`config.mk`:
```
export PLATFORM = sky130hd
export DESIGN_NAME = ngpbc_ctrl
export DESIGN_NICKNAME = d
export VERILOG_FILES = /design/src/hdl/ngpbc_pkg.sv /design/src/hdl/ngpbc_ctrl.sv
export SDC_FILE = /design/constraint.sdc
export NUM_CORES = 1
export LEC_CHECK = 0
export BUFFER_PORTS_ARGS = -buffer_cell sky130_fd_sc_hd__buf_4
export CAP_MARGIN = 0
export CELL_PAD_IN_SITES_DETAIL_PLACEMENT = 1
export CELL_PAD_IN_SITES_GLOBAL_PLACEMENT = 2
export CORE_UTILIZATION = 21
export CTS_CLUSTER_SIZE = 25
export DETAILED_ROUTE_END_ITERATION = 10
export HOLD_SLACK_MARGIN = 0.12
export PLACE_DENSITY = 0.72
export SYNTH_ARGS = -nofsm -noshare
export SYNTH_HDL_FRONTEND = slang
export SYNTH_SLANG_ARGS = --single-unit
export TNS_END_PERCENT = 20
```
`constraint.sdc`:
```
create_clock -name clock -period 1.2 [get_ports clock]
set_input_delay 0.06 -clock clock [delete_from_list [all_inputs] [get_ports clock]]
set_output_delay 0.06 -clock clock [all_outputs]
set_load 0.005 [all_outputs]
```
`src/hdl/ngpbc_pkg.sv`:
```
// Shared constants, mode codes and controller/datapath interface types
// for the n-gram predictive byte coder. No dependencies.
package ngpbc_pkg;

   // Default sizing of the block.
   localparam int DEF_HASH_ENTRIES  = 65536;
   localparam int DEF_MAX_ORDER     = 6;
   localparam int DEF_POSITION_BITS = 24;

   // FNV-1a hash constants and the confidence ceiling.
   localparam logic [31:0] FNV_OFFSET = 32'd2166136261;
   localparam logic [31:0] FNV_PRIME  = 32'd16777619;
   localparam logic [15:0] CONF_MAX   = 16'hFFFF;

   // Coder operating modes.
   typedef enum logic [1:0] {
      MODE_XOR_ENC = 2'd0,
      MODE_XOR_DEC = 2'd1,
      MODE_EMIT    = 2'd2,
      MODE_APPLY   = 2'd3
   } coder_mode_type;

   // Commands from the controller to the datapath.
   typedef struct packed {
      logic accept;
      logic clear_step;
      logic hash_step;
      logic read;
      logic weigh;
      logic select;
      logic finish;
   } ngpbc_cmd_type;

   // Status from the datapath back to the controller.
   typedef struct packed {
      logic clear_last;
      logic hash_last;
      logic rsp_free;
   } ngpbc_status_type;

endpackage

```
`src/hdl/ngpbc_ctrl.sv`:
```
// Controller state machine sequencing clear, hash, lookup, select and train.
// Depends on ngpbc_pkg.
module ngpbc_ctrl (
   input  logic                        clock,
   input  logic                        reset,
   input  logic                        req_valid,
   output logic                        req_ready,
   input  logic                        req_start_run,
   input  ngpbc_pkg::ngpbc_status_type status,
   output ngpbc_pkg::ngpbc_cmd_type    cmd
);
   import ngpbc_pkg::*;

   typedef enum logic [2:0] {
      ST_CLEAR,
      ST_IDLE,
      ST_HASH,
      ST_READ,
      ST_WEIGH,
      ST_SELECT,
      ST_RESULT
   } state_type;

   state_type state_ff, state_in;
   logic      pending_ff, pending_in;

   assign req_ready = (state_ff == ST_IDLE);

   // Next state and commands.
   always_comb begin
      state_in   = state_ff;
      pending_in = pending_ff;
      cmd        = '0;
      unique case (state_ff)
         ST_CLEAR: begin
            cmd.clear_step = 1'b1;
            if (status.clear_last) begin
               state_in   = pending_ff ? ST_HASH : ST_IDLE;
               pending_in = 1'b0;
            end
         end
         ST_IDLE: begin
            if (req_valid) begin
               cmd.accept = 1'b1;
               if (req_start_run) begin
                  state_in   = ST_CLEAR;
                  pending_in = 1'b1;
               end else begin
                  state_in = ST_HASH;
               end
            end
         end
         ST_HASH: begin
            cmd.hash_step = 1'b1;
            if (status.hash_last) begin
               state_in = ST_READ;
            end
         end
         ST_READ: begin
            cmd.read = 1'b1;
            state_in = ST_WEIGH;
         end
         ST_WEIGH: begin
            cmd.weigh = 1'b1;
            state_in  = ST_SELECT;
         end
         ST_SELECT: begin
            cmd.select = 1'b1;
            state_in   = ST_RESULT;
         end
         ST_RESULT: begin
            if (status.rsp_free) begin
               cmd.finish = 1'b1;
               state_in   = ST_IDLE;
            end
         end
         default: begin
            state_in = ST_IDLE;
         end
      endcase
   end

   always_ff @(posedge clock) begin
      if (reset) begin
         state_ff   <= ST_CLEAR;
         pending_ff <= 1'b0;
      end else begin
         state_ff   <= state_in;
         pending_ff <= pending_in;
      end
   end

   // A result is only written when the output register can take it.
   a_finish_free: assert property (@(posedge clock) disable iff (reset)
      cmd.finish |-> status.rsp_free)
      else $error("finish issued while result register busy");

   // An accepted word always starts a clear or a hash.
   a_accept_next: assert property (@(posedge clock) disable iff (reset)
      (req_valid && req_ready) |=> (state_ff == ST_HASH || state_ff == ST_CLEAR))
      else $error("accepted word not processed");

   // The last hash step is followed by the table lookup.
   a_hash_read: assert property (@(posedge clock) disable iff (reset)
      (state_ff == ST_HASH && status.hash_last) |=> state_ff == ST_READ)
      else $error("hash did not lead to lookup");

endmodule

```
==> results of run 1 <==
-- power groups by stage --
stage	sequential, mW	clock, mW	combinational, mW
2_1_floorplan	0.162	0	0.111
3_3_place_gp	0.163	0	0.207
3_5_place_dp	0.164	0	0.209
4_1_cts	0.163	0.170	0.220
5_1_grt	0.168	0.189	0.258
6_report	0.165	0.172	0.228
-- Yosys cell counts --
cell                       number  area, um2
sky130_fd_sc_hd__a21oi_2        1       8.76
sky130_fd_sc_hd__a211oi_1       1       7.51
sky130_fd_sc_hd__nand2_1        1       3.75
sky130_fd_sc_hd__nand2_2        1       6.26
sky130_fd_sc_hd__a22oi_1        1       7.51
sky130_fd_sc_hd__buf_4          1       7.51
sky130_fd_sc_hd__and3_1         2       12.5
sky130_fd_sc_hd__nor3_1         3       15.0
sky130_fd_sc_hd__nor3_2         1       10.0
sky130_fd_sc_hd__a21oi_1        4       20.0
sky130_fd_sc_hd__buf_6          1       11.3
sky130_fd_sc_hd__nor3b_1        1       7.51
sky130_fd_sc_hd__and4b_2        1       11.3
sky130_fd_sc_hd__dfxtp_1        4       80.1
sky130_fd_sc_hd__inv_1          1       3.75
sky130_fd_sc_hd__and2_1         1       6.26
sky130_fd_sc_hd__a211o_1        1       8.76
sky130_fd_sc_hd__o211ai_1       1       7.51
sky130_fd_sc_hd__o21ai_0        1       5.00
sky130_fd_sc_hd__nand2b_1       1       6.26
sky130_fd_sc_hd__nor4_1         1       6.26
sky130_fd_sc_hd__o22ai_1        1       6.26
sky130_fd_sc_hd__and4bb_1       1       12.5
sky130_fd_sc_hd__nor2b_1        1       6.26
sky130_fd_sc_hd__nor2_1         4       15.0
sky130_fd_sc_hd__buf_2          1       5.00
-- critical path, stage by stage, from the launching register on --
cell and delay (ps):
sky130_fd_sc_hd__dfxtp_4 360, sky130_fd_sc_hd__buf_6 120, sky130_fd_sc_hd__inv_1 60, sky130_fd_sc_hd__and3_1 170
sky130_fd_sc_hd__buf_4 130
-- per-layer routing --
layer	track usage (%)	vias up	wire length, um
met3	6.82	3	42
met1	18.8	168	401
li1	-	184	-
met4	5.17	0	13
met2	23.4	8	471
met5	0	-	0
-- path summary, 6_finish.rpt --
| check | from | end | slack [ps] | cells past startpoint |
|---|---|---|---|---|
| min | status[0] | state_ff[1] | 140 | 4 |
| max | state_ff[1] | cmd[1] | 50 | 4 |
| min reg2reg | pending_ff | pending_ff | 580 | 2 |
| max reg2reg | pending_ff | state_ff[0] | 110 | 4 |
-- flip-flops by register name, summed over array words and instances (netlist names) --
register    flops
pending_ff      1
state_ff        3
-- layout make-up --
type                       count  area [um2]  area share [%]
clock buffer                   3        22.5            4.42
multi-input combinational     30         204            40.0
inverter                       1        3.75           0.737
timing repair buffer          22         174            34.2
sequential                     4        86.3            17.0
tap                           15        18.8            3.69
-- logic make-up (layout without fill, tap and decap cells) --
group	count (synthesis)	after routing	share of synthesized area (%)
compound gates	11	11	24.0
buf+inv	4	26	9.24
flops	4	4	26.9
simple gates	19	19	39.9
-- what timing repair did --
item	CTS	global route
setup endpoints to repair	3	6
hold buffers	2	0
resized for setup	2	6
endpoints found under the hold margin	4	0
pin swaps	0	0
==> impl_summary.txt, run 1 <==
----------------------------------------------------
[Outcome]
  Outcome ... complete, no violations

[STA]
  Final TNS setup ... 0 ps
  Worst setup slack after layout ... 51.3 ps
  Max Transition Viols Final ... 0
  Final period demand of the worst path ... 1150 ps
  Pin slew with the least headroom to its limit ... 316 ps
  Final hold violation count ... 0
  FMAX ... 871 MHz
  Clk_skew ... 2.71 ps
  Headroom to the max-slew limit ... 78.8%
  Hold Slack ... 143 ps
  Final worst path period share ... 95.7%
  Setup-violating endpoint count in the final report ... 0

[Power and ir drop]
  Total net switching power ... 0.175 mW
  Max VDD drop ... 0.465 mV
  Power per standard cell area ... 1110 nW/um2
  Combinational Power Share ... 40.3%
  Clock power share ... 30.4%
  Static power due to leakage ... 0.229 nW
  Overall power of the completed layout ... 0.565 mW
  Share of power burned in registers ... 29.3%
  Internal Power ... 0.390 mW
  Switching fraction of total power ... 31.0%

[Cells and area]
  Layout fillers ... 163
  Final standard cell count with taps included and fillers excluded ... 75
  Final standard cell area without fillers ... 509 um2
  Most frequent standard cell in the layout excluding fill and tap cells ... sky130_fd_sc_hd__buf_4
  Diodes inserted ... 0
  Fraction of layout cells with a size suffix above 1 ... 53.3%
  Fraction of the core area covered by cells at the end of the flow ... 38.7%
  Area growth from synthesis to final layout ... 71.0%
  Most frequent cells in the layout ... sky130_fd_sc_hd__buf_4, sky130_fd_sc_hd__a21oi_1, sky130_fd_sc_hd__nor2_1, sky130_fd_sc_hd__clkbuf_4
  Number of nets in the layout ... 69

[CTS]
  Post-CTS setup buffers ... 0
  TritonCTS clock tree ... built
  Buffer type at the clock tree root ... sky130_fd_sc_hd__clkbuf_4
  Worst skew pair latency ... 240 ps
  Number of buffers created by CTS ... 3
  Sinks on the clock net ... 4
  Buffer depth of the longest clock path ... 2
  Number of levels in the clock H-tree ... 1
  Post-CTS clock slew at the launch and capture registers of the worst setup and hold paths ... 40 ps

[Routing]
  First-iteration detailed-routing DRC count ... 2
  Detail-routed via count per cell ... 4.84
  Number of DRC violations after detailed routing ... 0
  Number of nets still failing antenna checks after routing ... 0
  Drt wl/cell ... 12.4 um
  DRT Wirelength ... 928 um
  Detailed-route via count ... 363
  Iteration count of the initial detailed-routing pass ... 2

[Worst setup path]
  Arrival @ worst endpoint ... 1090 ps
  CP Max Fanout ... 6
  Critical path capture point type ... output pin
  Kind of start point of the critical path ... register
  Start-to-end type of the worst setup path ... reg -> out
  Crit path required time ... 1140 ps

[Min path]
  Class of the tightest hold or removal check ... in -> reg

[Floorplanning]
  Die Height ... 39.7 um
  Die Outline Area ... 1570 um2
  I/O pin count ... 15
  Core Footprint ... 1320 um2
  Initial cell density of the core ... 22.6%
  Die boundary width ... 39.7 um
  Placement row count ... 13

[Logic synthesis]
  Syn Nets ... 45
  Post-synthesis instance total ... 38
  Number of distinct standard cells referenced by the synthesized netlist ... 26
  Register area share after synthesis ... 26.9%
  Number of flip-flops and latches in the synthesized netlist ... 4
  Average cell area after synthesis ... 7.84 um2
  Netlist area before placement ... 298 um2
  Count of yosys warnings during synthesis ... 0

[Placement]
  Instance area after placement ... 443 um2
  Count of input and output buffers ... 14
  Worst setup slack before clock tree synthesis ... 74.0 ps
  # placed instances ... 70
  HPWL reported at the end of detailed placement ... 714 um
  Final GP Congestion ... 0.776

[GRT]
  Number of global-route vias before repair ... 357
  Largest net degree at the start of global routing ... 8
  Total overflow reported by the global router ... 0
  Number of antenna violations at the first check in global routing ... 0
  Global-route wire length before repair ... 1520 um
  Global routing usage summed across all routing layers ... 15.3%

[Job]
  Max-capacitance violation count ... 0

----------------------------------------------------
Power figures use the tool's default switching activity.
==> run 2, diff against run 1 <==
--- a/config.mk
+++ b/config.mk
@@ -5,15 +5,16 @@
 export SDC_FILE = /design/constraint.sdc
 export NUM_CORES = 1
 export LEC_CHECK = 0
+export ABC_AREA = 1
 export BUFFER_PORTS_ARGS = -buffer_cell sky130_fd_sc_hd__buf_4
 export CAP_MARGIN = 0
 export CELL_PAD_IN_SITES_DETAIL_PLACEMENT = 1
 export CELL_PAD_IN_SITES_GLOBAL_PLACEMENT = 2
-export CORE_UTILIZATION = 21
+export CORE_UTILIZATION = 18
 export CTS_CLUSTER_SIZE = 25
 export DETAILED_ROUTE_END_ITERATION = 10
 export HOLD_SLACK_MARGIN = 0.12
-export PLACE_DENSITY = 0.72
+export PLACE_DENSITY = 0.7
 export SYNTH_ARGS = -nofsm -noshare
 export SYNTH_HDL_FRONTEND = slang
 export SYNTH_SLANG_ARGS = --single-unit
==> run 2 against run 1 <==
  * The run now ends with DRC left
  * Critical path depth rose by 1
  * Utilization fell by 1.8 points
  * Synthesized area rose by 3.4%
  * Non-clock buffer count rose by 1
  * Combinational power rose to 3.6 times the previous value
  * Sequential share of layout area fell by 1.0 points
  * Worst hold slack improved by 25 ps
==> impl_summary.txt, run 2 <==
----------------------------------------------------
[Outcome]
  Outcome ... finished, violations left
  Failing checks ... DRC

[Worst setup path]
  Delay of the slowest critical-path stage ... 350 ps
  Crit path required time ... 1140 ps
  Start-to-end type of the worst setup path ... reg -> out
  Critical path capture point type ... output pin
  Kind of start point of the critical path ... register
  CP Max Fanout ... 3
  Arrival @ worst endpoint ... 1090 ps
  Crit-path slowest cell ... sky130_fd_sc_hd__dfxtp_4
  Ordered cell list for the critical path ... nor2_4, inv_2, buf_6, nor3_2, buf_4

[STA]
  Headroom to the max-slew limit ... 89.3%
  Worst setup slack after layout ... 52.6 ps
  Pin slew with the least headroom to its limit ... 159 ps
  RSZ-0062 raised after global routing ... yes
  Final period demand of the worst path ... 1150 ps
  Setup-violating endpoint count in the final report ... 0
  FMAX ... 872 MHz
  Clk_skew ... 2.26 ps
  Final worst path period share ... 95.6%
  Hold Slack ... 168 ps
  Max Transition Viols Final ... 0
  Final hold violation count ... 0

[Logic synthesis]
  Number of distinct standard cells referenced by the synthesized netlist ... 13
  Share of synthesized cell area in and, or, nand and nor gates ... 41.5%
  Average cell area after synthesis ... 5.50 um2
  Most numerous cell types in the synthesized netlist ... sky130_fd_sc_hd__inv_1, sky130_fd_sc_hd__nand2_1, sky130_fd_sc_hd__nor2_1
  Cell with the most instances after synthesis ... sky130_fd_sc_hd__inv_1
  Synth area leaders ... sky130_fd_sc_hd__dfxtp_1, sky130_fd_sc_hd__inv_1, sky130_fd_sc_hd__nand2_1
  Register area share after synthesis ... 26.0%
  XOR/XNOR share of the synthesized area ... 0%
  Count of yosys warnings during synthesis ... 0
  Synthesized-area fraction occupied by adder cells ... 0%
  Post-synthesis instance total ... 56
  Share of flip-flops with an asynchronous set or reset after synthesis ... 0%
  Combinational family with the most area after synthesis ... simple AND/OR/NAND/NOR gates
  Most instantiated flip-flop cell in the synthesis netlist ... sky130_fd_sc_hd__dfxtp_1
  Mux share of post-synthesis cell area ... 0%
  Area fraction in compound gates after synthesis ... 11.8%
  Number of enable flip-flop cells after synthesis ... 0
  Number of flip-flops and latches in the synthesized netlist ... 4
  Proportion of netlist area held by the largest area contributor ... 26.0%
  Syn Nets ... 63
  Netlist area before placement ... 308 um2
  Yosys top cell by area ... sky130_fd_sc_hd__dfxtp_1

[Cells and area]
  Most frequent standard cell in the layout excluding fill and tap cells ... sky130_fd_sc_hd__buf_4
  Top Registers ... state_ff (3), pending_ff (1)
  Fraction of layout cells with a size suffix above 1 ... 44.4%
  Register containing the most flip-flops in the final layout ... state_ff
  Fraction of the core area covered by cells at the end of the flow ... 36.8%
  Diodes inserted ... 0
  Number of nets in the layout ... 90
  Most frequent cells in the layout ... sky130_fd_sc_hd__buf_4, sky130_fd_sc_hd__inv_1, sky130_fd_sc_hd__nand2_1, sky130_fd_sc_hd__nor2_1
  Max FFs per register ... 3
  Area growth from synthesis to final layout ... 86.6%
  Layout fillers ... 203

[Power and ir drop]
  Overall power of the completed layout ... 1.27 mW
  Power per standard cell area ... 2210 nW/um2
  Max VDD drop ... 0.854 mV
  Static power due to leakage ... 0.320 nW

[Routing]
  Iteration count of the initial detailed-routing pass ... 6
  Routed length on met2 ... 519 um
  Number of DRC violations after detailed routing ... 4
  Detail-routed via count per cell ... 4.35
  Number of nets still failing antenna checks after routing ... 0
  DRT Wirelength ... 981 um
  Highest routed metal layer ... met3
  DRT met1 WL ... 428 um
  Metal3 WL ... 33 um
  Detailed-route via count ... 422
  First-iteration detailed-routing DRC count ... 9
  Drt wl/cell ... 10.1 um

[CTS]
  Number of levels in the clock H-tree ... 1
  Number of buffers created by CTS ... 3
  Buffer depth of the longest clock path ... 2
  Worst skew pair latency ... 230 ps
  TritonCTS clock tree ... built
  Buffer type at the clock tree root ... sky130_fd_sc_hd__clkbuf_4
  Sinks on the clock net ... 4
  Post-CTS clock slew at the launch and capture registers of the worst setup and hold paths ... 40 ps

[GRT]
  Number of antenna violations at the first check in global routing ... 0
  Total overflow reported by the global router ... 0
  Largest net degree at the start of global routing ... 9
  Global routing usage summed across all routing layers ... 11.8%
  Global-route wire length before repair ... 1620 um
  Number of global-route vias before repair ... 417

[Floorplanning]
  Placement row count ... 14
  Core Footprint ... 1560 um2
  Die boundary width ... 43.4 um
  Die Height ... 43.4 um
  I/O pin count ... 15
  Die Outline Area ... 1880 um2
  Initial cell density of the core ... 19.7%

[Placement]
  Count of input and output buffers ... 14
  HPWL reported at the end of detailed placement ... 769 um
  Worst setup slack before clock tree synthesis ... 85.2 ps
  Final GP Congestion ... 0.712

[Job]
  Max-capacitance violation count ... 0

[Min path]
  Class of the tightest hold or removal check ... in -> reg

----------------------------------------------------
[run 2: changes by cell type after synthesis, sizes merged, moves of 2 or more]
cell	before	now
nor2	4	9
buf	3	1
and3	2	0
inv	1	15
nand3	0	4
nand2	2	13
[run 2: routing by layer]
metal  up-vias  GRT usage, %
met1       194          13.1
met4         0          5.63
met3         0          4.17
met5         -             0
li1        221             -
met2         7          20.0
[run 2: layout make-up]
| class | count | area (um2) | area share (%) |
|---|---|---|---|
| Clock buffer | 3 | 22.5 | 3.92 |
| Inverter | 15 | 56.3 | 9.80 |
| Multi-Input combinational cell | 36 | 193 | 33.6 |
| Sequential cell | 4 | 91.3 | 15.9 |
| Tap cell | 16 | 20.0 | 3.49 |
| Timing Repair Buffer | 23 | 191 | 33.3 |
[run 2: cell families after synthesis]
logic type,count (synthesis)
flops,4
buf+inv,16
compound gates,7
simple gates,29
[run 2: worst paths after layout]
kind / end / startpoint / slack, ps / cells after the start
worst max-delay path: cmd[6] / state_ff[1] / 50 / 5
worst max register to register: state_ff[0] / state_ff[2] / 70 / 8
worst min register to register: pending_ff / pending_ff / 470 / 2
worst min-delay path: state_ff[2] / status[0] / 170 / 4
[run 2: critical path: cells and delay by family, from the launching register on]
family	cells	cell delay [ps]
buffers and inverters	3	300
and+or+nand+nor	2	210
DFF	1	350
[run 2: per-stage QoR]
step                      cells  TNS (ps)  instance area [um2]
after detailed placement     90         0                  463
after floorplan              56         0                  308
after global routing         97     -36.0                  574
after CTS                    97         0                  532
final                        97         0                  574
after global placement       90         0                  463
[run 2: timing repair]
| item | CTS | global route |
|---|---|---|
| endpoints found under the hold margin | 4 | 0 |
| cloned | 0 | 0 |
| pin swaps | 1 | 4 |
| buffers inserted | 1 | 0 |
| setup endpoints to repair | 4 | 5 |
| resized for setup | 5 | 12 |
| hold buffers | 3 | 0 |
[run 2: where the power goes]
| group | switching [mW] | leakage [nW] | internal [mW] |
|---|---|---|---|
| Clock | 0.0548 | 0.0138 | 0.112 |
| Sequential | 0.0685 | 0.0350 | 0.207 |
| Combinational | 0.412 | 0.271 | 0.417 |
